==> config.mk <==
export PLATFORM = sky130hd
export DESIGN_NAME = bloom_change_tracker_top
export DESIGN_NICKNAME = d
export VERILOG_FILES = /design/src/bct_pkg.sv /design/src/bct_mul.sv /design/src/bloom_change_tracker_top.sv
export SDC_FILE = /design/constraint.sdc
export NUM_CORES = 2
export LEC_CHECK = 0
export ABC_AREA = 1
export BUFFER_PORTS_ARGS = -buffer_cell sky130_fd_sc_hd__buf_2
export CAP_MARGIN = 5
export CORE_MARGIN = 2
export CORE_UTILIZATION = 38
export DETAILED_ROUTE_END_ITERATION = 8
export GPL_TIMING_DRIVEN = 0
export PLACE_DENSITY = 0.55
export SLEW_MARGIN = 20
export SYNTH_ARGS = -nofsm -noshare
export SYNTH_HDL_FRONTEND = slang
export SYNTH_SLANG_ARGS = --single-unit
==> constraint.sdc <==
create_clock -name clk -period 10.58 [get_ports clk]
set_clock_uncertainty 0.15 [all_clocks]
set_input_delay 0 -clock clk [delete_from_list [all_inputs] [get_ports clk]]
set_output_delay 0 -clock clk [all_outputs]
set_load 0.02 [all_outputs]
==> src/bct_pkg.sv <==
// Shared types and constants for the Bloom change tracker.
`timescale 1ns / 1ps

package bct_pkg;

    // Hash word width and filter geometry.
    localparam int WORD_W       = 32;
    localparam int FILTER_BITS  = 16;
    localparam int FILTER_IDX_W = 4;
    localparam int OWNER_W      = 16;

    // Command codes carried by the command field.
    localparam logic [2:0] CMD_MARK_CHANGED = 3'd0;
    localparam logic [2:0] CMD_MARK_GLOBAL  = 3'd1;
    localparam logic [2:0] CMD_QUERY        = 3'd2;
    localparam logic [2:0] CMD_CLEAR        = 3'd3;
    localparam logic [2:0] CMD_REMARK       = 3'd4;

    // MurmurHash3 x86_32 constants.
    localparam logic [WORD_W-1:0] MM_C1    = 32'hcc9e2d51;
    localparam logic [WORD_W-1:0] MM_C2    = 32'h1b873593;
    localparam logic [WORD_W-1:0] MM_ADD   = 32'he6546b64;
    localparam logic [WORD_W-1:0] MM_FMIX1 = 32'h85ebca6b;
    localparam logic [WORD_W-1:0] MM_FMIX2 = 32'hc2b2ae35;
    localparam logic [WORD_W-1:0] MM_BODY  = 32'd5;

    // Sequencer states.
    typedef enum logic [3:0] {
        ST_IDLE,
        ST_SCR_A,
        ST_SCR_B,
        ST_SCR_C,
        ST_ACC_A,
        ST_ACC_B,
        ST_FIN_A,
        ST_FIN_B,
        ST_FIN_C,
        ST_EMIT
    } state_t;

endpackage

==> src/bct_mul.sv <==
// Shared 32-bit multiplier with a registered low-half product.
`timescale 1ns / 1ps

module bct_mul (
    input  logic                         clk,
    input  logic [bct_pkg::WORD_W-1:0]   op_a,
    input  logic [bct_pkg::WORD_W-1:0]   op_b,
    output logic [bct_pkg::WORD_W-1:0]   product
);

    logic [2*bct_pkg::WORD_W-1:0] full_prod;
    logic [bct_pkg::WORD_W-1:0]   prod_reg;

    // Hashing needs only the low half, modulo 2^32.
    assign full_prod = op_a * op_b;

    always_ff @(posedge clk)
    begin
        prod_reg <= full_prod[bct_pkg::WORD_W-1:0];
    end

    assign product = prod_reg;

endmodule

==> src/bloom_change_tracker_top.sv <==
// Top level of the Bloom change tracker: sequencer, hash state and filters.
`timescale 1ns / 1ps

// Bloom change tracker. Requests arrive on the command channel (cmd_valid,
// cmd_stall) one key byte at a time with a command code; results leave on
// the result channel (res_valid, res_stall) from an output register.
// Every hash step goes through one shared 32x32 multiplier, so a request
// keeps cmd_stall high while the sequencer walks through its steps:
//   - a key byte that does not complete a 4-byte word: no stall;
//   - a byte that completes a word: scramble, then accumulate per hash;
//   - the final byte: scramble, finalize per hash and emit, with an
//     accumulate per hash in between when it also completes a word;
//   - clear, remark and the final byte of an overly long key: emit only.
// A result is registered in the emit step and shows on res_valid in
// the next cycle. A new request is taken while a result waits; if the
// output register is still full when the next result is ready, the
// sequencer holds in its emit step until the receiver drops res_stall.
// Reset clears both filters, the owner id and the partial key state,
// and seeds hash i with the value i.
module bloom_change_tracker_top #(
    parameter int MAX_KEY_BYTES  = 255,
    parameter int HASH_FUNCTIONS = 3
) (
    input  logic                               clk,
    input  logic                               rst_n,
    // Configuration write port for owner_id.
    input  logic                               cfg_we,
    input  logic [bct_pkg::OWNER_W-1:0]        cfg_wdata,
    // Command channel.
    input  logic                               cmd_valid,
    output logic                               cmd_stall,
    input  logic [2:0]                         command,
    input  logic [7:0]                         key_byte,
    input  logic                               key_last,
    // Result channel.
    output logic                               res_valid,
    input  logic                               res_stall,
    output logic                               answer,
    output logic [bct_pkg::FILTER_BITS-1:0]    tick_bits,
    output logic [bct_pkg::FILTER_BITS-1:0]    global_bits,
    output logic                               overflow
);

    localparam int CNT_W  = $clog2(MAX_KEY_BYTES + 1);
    localparam int HIDX_W = (HASH_FUNCTIONS > 1) ? $clog2(HASH_FUNCTIONS) : 1;
    localparam int WW     = bct_pkg::WORD_W;
    localparam int FB     = bct_pkg::FILTER_BITS;

    bct_pkg::state_t state_reg, state_next;

    logic [bct_pkg::OWNER_W-1:0] owner_reg;
    logic [FB-1:0]               tick_reg, tick_next;
    logic [FB-1:0]               global_reg, global_next;
    logic [WW-1:0]               acc_reg  [HASH_FUNCTIONS];
    logic [WW-1:0]               acc_next [HASH_FUNCTIONS];
    logic [WW-1:0]               partial_reg, partial_next;
    logic [CNT_W-1:0]            count_reg, count_next;
    logic                        ovf_reg, ovf_next;
    logic                        last_reg, last_next;
    logic [2:0]                  cmd_reg, cmd_next;
    logic [HIDX_W-1:0]           hidx_reg, hidx_next;
    logic [WW-1:0]               k_reg, k_next;
    logic [FB-1:0]               bits_reg, bits_next;

    logic                        res_valid_reg, res_valid_next;
    logic                        answer_reg, answer_next;
    logic [FB-1:0]               tick_out_reg, tick_out_next;
    logic [FB-1:0]               global_out_reg, global_out_next;
    logic                        overflow_reg, overflow_next;

    logic [WW-1:0]               mul_a, mul_b, mul_p;

    logic                        accept;
    logic                        key_cmd;
    logic                        absorb;
    logic [CNT_W-1:0]            count_inc;
    logic                        word_done;
    logic                        ovf_now;
    logic                        out_free;
    logic                        hash_done;
    logic [WW-1:0]               acc_sel;
    logic [WW-1:0]               k_tail;
    logic [WW-1:0]               fin_h0;
    logic [WW-1:0]               fin_h1;
    logic [WW-1:0]               fin_h3;

    function automatic logic [WW-1:0] rotl15(input logic [WW-1:0] x);
        return {x[WW-16:0], x[WW-1:WW-15]};
    endfunction

    function automatic logic [WW-1:0] rotl13(input logic [WW-1:0] x);
        return {x[WW-14:0], x[WW-1:WW-13]};
    endfunction

    // Shared multiplier.
    bct_mul u_mul (
        .clk     (clk),
        .op_a    (mul_a),
        .op_b    (mul_b),
        .product (mul_p)
    );

    // Handshake and decode of the incoming request.
    assign cmd_stall = (state_reg != bct_pkg::ST_IDLE);
    assign accept    = cmd_valid && !cmd_stall;
    assign key_cmd   = (command == bct_pkg::CMD_MARK_CHANGED) ||
                       (command == bct_pkg::CMD_MARK_GLOBAL) ||
                       (command == bct_pkg::CMD_QUERY);
    assign absorb    = key_cmd && (count_reg < CNT_W'(MAX_KEY_BYTES));
    assign count_inc = count_reg + CNT_W'(1);
    assign word_done = absorb && (count_inc[1:0] == 2'b00);
    assign ovf_now   = ovf_reg || (key_cmd && !absorb);
    assign out_free  = !res_valid_reg || !res_stall;
    assign hash_done = (hidx_reg == HIDX_W'(HASH_FUNCTIONS - 1));

    // Finalization mix terms for the hash being worked on.
    assign acc_sel = acc_reg[hidx_reg];
    assign k_tail  = (count_reg[1:0] != 2'b00) ? k_reg : '0;
    assign fin_h0  = acc_sel ^ k_tail ^ {{(WW-CNT_W){1'b0}}, count_reg};
    assign fin_h1  = fin_h0 ^ (fin_h0 >> 16);
    assign fin_h3  = mul_p ^ (mul_p >> 16);

    // Next-state logic of the sequencer.
    always_comb
    begin
        state_next = state_reg;
        unique case (state_reg)
            bct_pkg::ST_IDLE:
            begin
                if (accept) begin
                    if ((command == bct_pkg::CMD_CLEAR) ||
                        (command == bct_pkg::CMD_REMARK)) begin
                        state_next = bct_pkg::ST_EMIT;
                    end else if (key_cmd) begin
                        if (word_done) begin
                            state_next = bct_pkg::ST_SCR_A;
                        end else if (key_last) begin
                            state_next = ovf_now ? bct_pkg::ST_EMIT : bct_pkg::ST_SCR_A;
                        end
                    end
                end
            end
            bct_pkg::ST_SCR_A: state_next = bct_pkg::ST_SCR_B;
            bct_pkg::ST_SCR_B: state_next = bct_pkg::ST_SCR_C;
            bct_pkg::ST_SCR_C:
            begin
                state_next = (count_reg[1:0] == 2'b00) ? bct_pkg::ST_ACC_A
                                                       : bct_pkg::ST_FIN_A;
            end
            bct_pkg::ST_ACC_A: state_next = bct_pkg::ST_ACC_B;
            bct_pkg::ST_ACC_B:
            begin
                if (!hash_done) begin
                    state_next = bct_pkg::ST_ACC_A;
                end else begin
                    state_next = last_reg ? bct_pkg::ST_FIN_A : bct_pkg::ST_IDLE;
                end
            end
            bct_pkg::ST_FIN_A: state_next = bct_pkg::ST_FIN_B;
            bct_pkg::ST_FIN_B: state_next = bct_pkg::ST_FIN_C;
            bct_pkg::ST_FIN_C:
            begin
                state_next = hash_done ? bct_pkg::ST_EMIT : bct_pkg::ST_FIN_A;
            end
            bct_pkg::ST_EMIT:
            begin
                if (out_free) begin
                    state_next = bct_pkg::ST_IDLE;
                end
            end
            default: state_next = bct_pkg::ST_IDLE;
        endcase
    end

    // Multiplier operand selection per sequencer step.
    always_comb
    begin
        mul_a = '0;
        mul_b = '0;
        unique case (state_reg)
            bct_pkg::ST_SCR_A:
            begin
                mul_a = partial_reg;
                mul_b = bct_pkg::MM_C1;
            end
            bct_pkg::ST_SCR_B:
            begin
                mul_a = rotl15(mul_p);
                mul_b = bct_pkg::MM_C2;
            end
            bct_pkg::ST_ACC_A:
            begin
                mul_a = rotl13(acc_sel ^ k_reg);
                mul_b = bct_pkg::MM_BODY;
            end
            bct_pkg::ST_FIN_A:
            begin
                mul_a = fin_h1;
                mul_b = bct_pkg::MM_FMIX1;
            end
            bct_pkg::ST_FIN_B:
            begin
                mul_a = mul_p ^ (mul_p >> 13);
                mul_b = bct_pkg::MM_FMIX2;
            end
            default:
            begin
                mul_a = '0;
                mul_b = '0;
            end
        endcase
    end

    // Datapath updates: key absorption, hash state, filters and result.
    always_comb
    begin
        tick_next       = tick_reg;
        global_next     = global_reg;
        partial_next    = partial_reg;
        count_next      = count_reg;
        ovf_next        = ovf_reg;
        last_next       = last_reg;
        cmd_next        = cmd_reg;
        hidx_next       = hidx_reg;
        k_next          = k_reg;
        bits_next       = bits_reg;
        answer_next     = answer_reg;
        tick_out_next   = tick_out_reg;
        global_out_next = global_out_reg;
        overflow_next   = overflow_reg;
        res_valid_next  = res_valid_reg && res_stall;
        for (int i = 0; i < HASH_FUNCTIONS; i++) begin
            acc_next[i] = acc_reg[i];
        end

        case (state_reg)
            bct_pkg::ST_IDLE:
            begin
                if (accept) begin
                    cmd_next  = command;
                    last_next = key_last;
                    hidx_next = '0;
                    bits_next = '0;
                    if (absorb) begin
                        partial_next = partial_reg |
                                       ({{(WW-8){1'b0}}, key_byte} << {count_reg[1:0], 3'b000});
                        count_next   = count_inc;
                    end else if (key_cmd) begin
                        ovf_next = 1'b1;
                    end
                end
            end
            bct_pkg::ST_SCR_C:
            begin
                k_next = mul_p;
                // A full word is consumed; a tail word stays until the key ends.
                if (count_reg[1:0] == 2'b00) begin
                    partial_next = '0;
                end
            end
            bct_pkg::ST_ACC_B:
            begin
                acc_next[hidx_reg] = mul_p + bct_pkg::MM_ADD;
                hidx_next          = hash_done ? '0 : hidx_reg + HIDX_W'(1);
            end
            bct_pkg::ST_FIN_C:
            begin
                bits_next = bits_reg | (FB'(1) << fin_h3[bct_pkg::FILTER_IDX_W-1:0]);
                hidx_next = hash_done ? '0 : hidx_reg + HIDX_W'(1);
            end
            bct_pkg::ST_EMIT:
            begin
                if (out_free) begin
                    overflow_next = 1'b0;
                    if (cmd_reg == bct_pkg::CMD_CLEAR) begin
                        answer_next = (tick_reg != '0);
                        tick_next   = '0;
                    end else if (cmd_reg == bct_pkg::CMD_REMARK) begin
                        answer_next = (global_reg != '0);
                        if (global_reg != '0) begin
                            tick_next = global_reg;
                        end
                    end else begin
                        if (ovf_reg) begin
                            answer_next   = 1'b0;
                            overflow_next = 1'b1;
                        end else if (cmd_reg == bct_pkg::CMD_MARK_CHANGED) begin
                            answer_next = (owner_reg != '0);
                            if (owner_reg != '0) begin
                                tick_next   = tick_reg | bits_reg;
                                global_next = global_reg | bits_reg;
                            end
                        end else if (cmd_reg == bct_pkg::CMD_MARK_GLOBAL) begin
                            answer_next = 1'b1;
                            global_next = global_reg | bits_reg;
                        end else begin
                            answer_next = ((tick_reg & bits_reg) == bits_reg);
                        end
                        // Key state restarts after every finished key.
                        partial_next = '0;
                        count_next   = '0;
                        ovf_next     = 1'b0;
                        for (int i = 0; i < HASH_FUNCTIONS; i++) begin
                            acc_next[i] = WW'(i);
                        end
                    end
                    tick_out_next   = tick_next;
                    global_out_next = global_next;
                    res_valid_next  = 1'b1;
                end
            end
            default:
            begin
            end
        endcase
    end

    // Control and filter state.
    always_ff @(posedge clk or negedge rst_n)
    begin
        if (!rst_n) begin
            state_reg     <= bct_pkg::ST_IDLE;
            owner_reg     <= '0;
            tick_reg      <= '0;
            global_reg    <= '0;
            partial_reg   <= '0;
            count_reg     <= '0;
            ovf_reg       <= 1'b0;
            hidx_reg      <= '0;
            res_valid_reg <= 1'b0;
            for (int i = 0; i < HASH_FUNCTIONS; i++) begin
                acc_reg[i] <= WW'(i);
            end
        end else begin
            state_reg     <= state_next;
            tick_reg      <= tick_next;
            global_reg    <= global_next;
            partial_reg   <= partial_next;
            count_reg     <= count_next;
            ovf_reg       <= ovf_next;
            hidx_reg      <= hidx_next;
            res_valid_reg <= res_valid_next;
            for (int i = 0; i < HASH_FUNCTIONS; i++) begin
                acc_reg[i] <= acc_next[i];
            end
            if (cfg_we) begin
                owner_reg <= cfg_wdata;
            end
        end
    end

    // Payload registers.
    always_ff @(posedge clk)
    begin
        last_reg       <= last_next;
        cmd_reg        <= cmd_next;
        k_reg          <= k_next;
        bits_reg       <= bits_next;
        answer_reg     <= answer_next;
        tick_out_reg   <= tick_out_next;
        global_out_reg <= global_out_next;
        overflow_reg   <= overflow_next;
    end

    assign res_valid   = res_valid_reg;
    assign answer      = answer_reg;
    assign tick_bits   = tick_out_reg;
    assign global_bits = global_out_reg;
    assign overflow    = overflow_reg;

endmodule

==> results.md <==
* Outcome: finished clean
* Largest net degree at the start of global routing at 96
* IO Port Bufs at 68
* Post-Syn Nets at 4293
* Seq. cell area at about 8000 um^2
* Clk sinks at 310
* Fraction of registers with async set/reset at 61.94%
* FF+latch count, synth at just over 300
* Final Setup Violations at 0
* Crit Path Category: flop to flop
* CP endpoint kind: flop
* Count of different cell masters after synthesis at 57
* Worst path required time at 10940 ps
* Initial drt markers at approximately 2700
* DP Cell Count at 4860
* First-pass GRT wire length at approximately 180000 um
* Most frequent cells in the layout: inv_1, nand2_1, fa_1
* Initial antenna violation count at 3
* Wire per inst at 24.54 um
* Final WL at ~120000 um
* DRC violations left at 0
* Core ar. at between 80000 and 90000 um^2
* Slowest CP cell: fa_1
* CP Max Fanout at 10
* Clock root buffer: clkbuf_16
* Worst rel slew slack at approximately 21%
* FILL cells at 8093
* RR Endpoint: u_mul.product[31]$_DFF_P_
* Hold Vio Cnt, Final at 0
* Worst Setup Start Kind: flop
* Grt ovf at 0
* Via/cell ratio at ~5.2
* Tcrit/Tclk final at just under 100%
* Die Area at about 83000 um^2
* R2r startpoint: state_reg[3]$_DFFE_PN0P_
* Setup_tns at 0 ps
* F_max at between 90 and 100 MHz
* Clock Tree Buf Depth at 3
* Largest register FFs at 96
* Worst-Margin Slew at ~1200 ps
* Critical Path Sink: u_mul.product[31]$_DFF_P_
* Crit path time final at a little over 10000 ps
* Post-synth EDFFs at 86
* Register area share after synthesis at between 20% and 30%
* Number of max-slew violations in the final report at 0
* Fin cells at ~5000
* Die Y at 288.4 um
* Share of cells above drive strength 1 at ~7.6%
* Worst EP arrival at 10560 ps
* Htree depth at 2
* Final #Nets at around 4500
* Die width at between 200 and 300 um
* Max cap viols at 0
* Syn Area/Cell at 8.248 um^2
* Top FF cell, synth: dfrtp_1
* Commonest non-fill, non-tap cell in the layout: inv_1
* Min-delay worst type: input port to flop
* CTS Buf Count at 40
* HP Start: command[1]
* Initial Util at a little under two fifths
* Critical Path Max Stage Delay at around 870 ps
* Placer Congestion at ~1.0
* Area delta synth->final at 13.00%
* First drt pass iteration count at 6
* Cell area after synthesis at a little over 30000 um^2
* Multi-input logic area at between 15000 and 20000 um^2
* Critical path startpoint: state_reg[3]$_DFFE_PN0P_
* RSZ-0062 raised after global routing: no
* Routed vias at approximately 26000
* Vias in the first global route at 26500
* Worst skew pair latency at a little over 600 ps
* Synth warn at 0
* Reg2reg path depth at 36
* Gr usage total at 30.41%
* Num ports at slightly below 70
* DPL Wire Length at 102400 um
* Antenna Nets Post-Route at 0
* R2R setup slack at around 380 ps
* CTS tree: done
* CTS clk-pin slew, worst paths at about 80 ps
* Site Rows at about 100
* Post-Synthesis Cells at 3727
final cells by class:
cell class | count | area share (%)
clock buffers | 52 | 3.246
well taps | 1060 | 3.818
multi-input cells | 2414 | 54.36
flip-flops and latches | 310 | 23.12
diodes | 1 | 0.007204
repair buffers | 151 | 3.570
clock inverters | 22 | 0.7529
inverters | 917 | 9.928
plain buffers | 83 | 1.200
critical path, delay by kind of cell (launching register included):
kind / cells / cell delay, ps
adders and majority gates: 9 / 4800
and+or+nand+nor: 14 / 2190
buffers and inverters: 11 / 2100
DFF: 1 / 480
AOI/OAI and AO/OA: 2 / 390
per-layer routing:
layer	global-route usage (%)	vias to the layer above	part of all wire, %
met3	5.474	252	8.2
met5	0	-	0.0089
met4	14.53	2	5.6
met2	47.69	1068	45
li1	-	11840	-
met1	40.79	12990	42
worst min-delay path by stage:
| stage | endpoint | slack (ps) | cells after the start |
|---|---|---|---|
| 5_1_grt | cmd_reg[2]$_DFFE_PP_ | 30 | 2 |
| 6_report | cmd_reg[1]$_DFFE_PP_ | 40 | 2 |
| 4_1_cts | cmd_reg[0]$_DFFE_PP_ | 5 | 2 |
| 3_3_place_gp | cmd_reg[1]$_DFFE_PP_ | 60 | 1 |
| 3_5_place_dp | owner_reg[3]$_DFFE_PN0P_ | -280 | 1 |
| 2_1_floorplan | acc_reg[0]$_DFFE_PN0P_ | -450 | 0 |
repair_timing:
action,in CTS,in global routing
buffers inserted,0,3
hold buffers,74,1
gates cloned,0,0
hold endpoints to repair,277,1
setup endpoints to repair,2,10
resized for setup,4,5
through the flow:
step           hold WS [ps]  setup WS (ps)  util (%)  instance area [um^2]
3_3_place_gp          58.16         -314.2     40.36                 32410
6_report              39.71          379.6     43.26                 34730
4_1_cts               5.410          3.025     43.21                 34690
5_1_grt               29.18          15.40     43.26                 34730
3_5_place_dp         -282.3         -329.6     40.53                 32540
2_1_floorplan        -445.6           2094         -                 30740
cells by family after synthesis:
logic type                 count (synthesis)  synth area share (%)
DFF                                      310                 26.12
and+or+nand+nor                         1339                 19.13
AOI/OAI and AO/OA                        460                 8.259
adders and majority gates                533                 31.56
buffers and inverters                   1003                 12.59
xor gates and xnor gates                  82                 2.336
cell usage after synthesis, types with 10 or more instances:
master,number,area (um^2)
nor2_1,207,777.0
a21oi_1,166,830.8
inv_1,886,3326
nand2_1,776,2913
o21ai_0,195,975.9
nand3_1,145,725.7
buf_4,10,75.07
nand4_1,78,488.0
dfrtp_1,190,4755
nor2_2,13,81.33
o21ai_1,17,85.08
nand3_2,28,280.3
nor3_1,38,190.2
fa_1,404,8088
nand2_2,19,118.9
edfxtp_1,86,2582
o22ai_1,21,131.4
inv_2,25,93.84
dfxtp_1,32,640.6
xnor2_1,30,262.8
clkbuf_1,58,217.7
buf_2,11,55.05
xor2_1,52,455.4
ha_1,129,1614
Power is not shown: default switching activity piles up to over one toggle a cycle in this logic, so the estimate is an artifact.
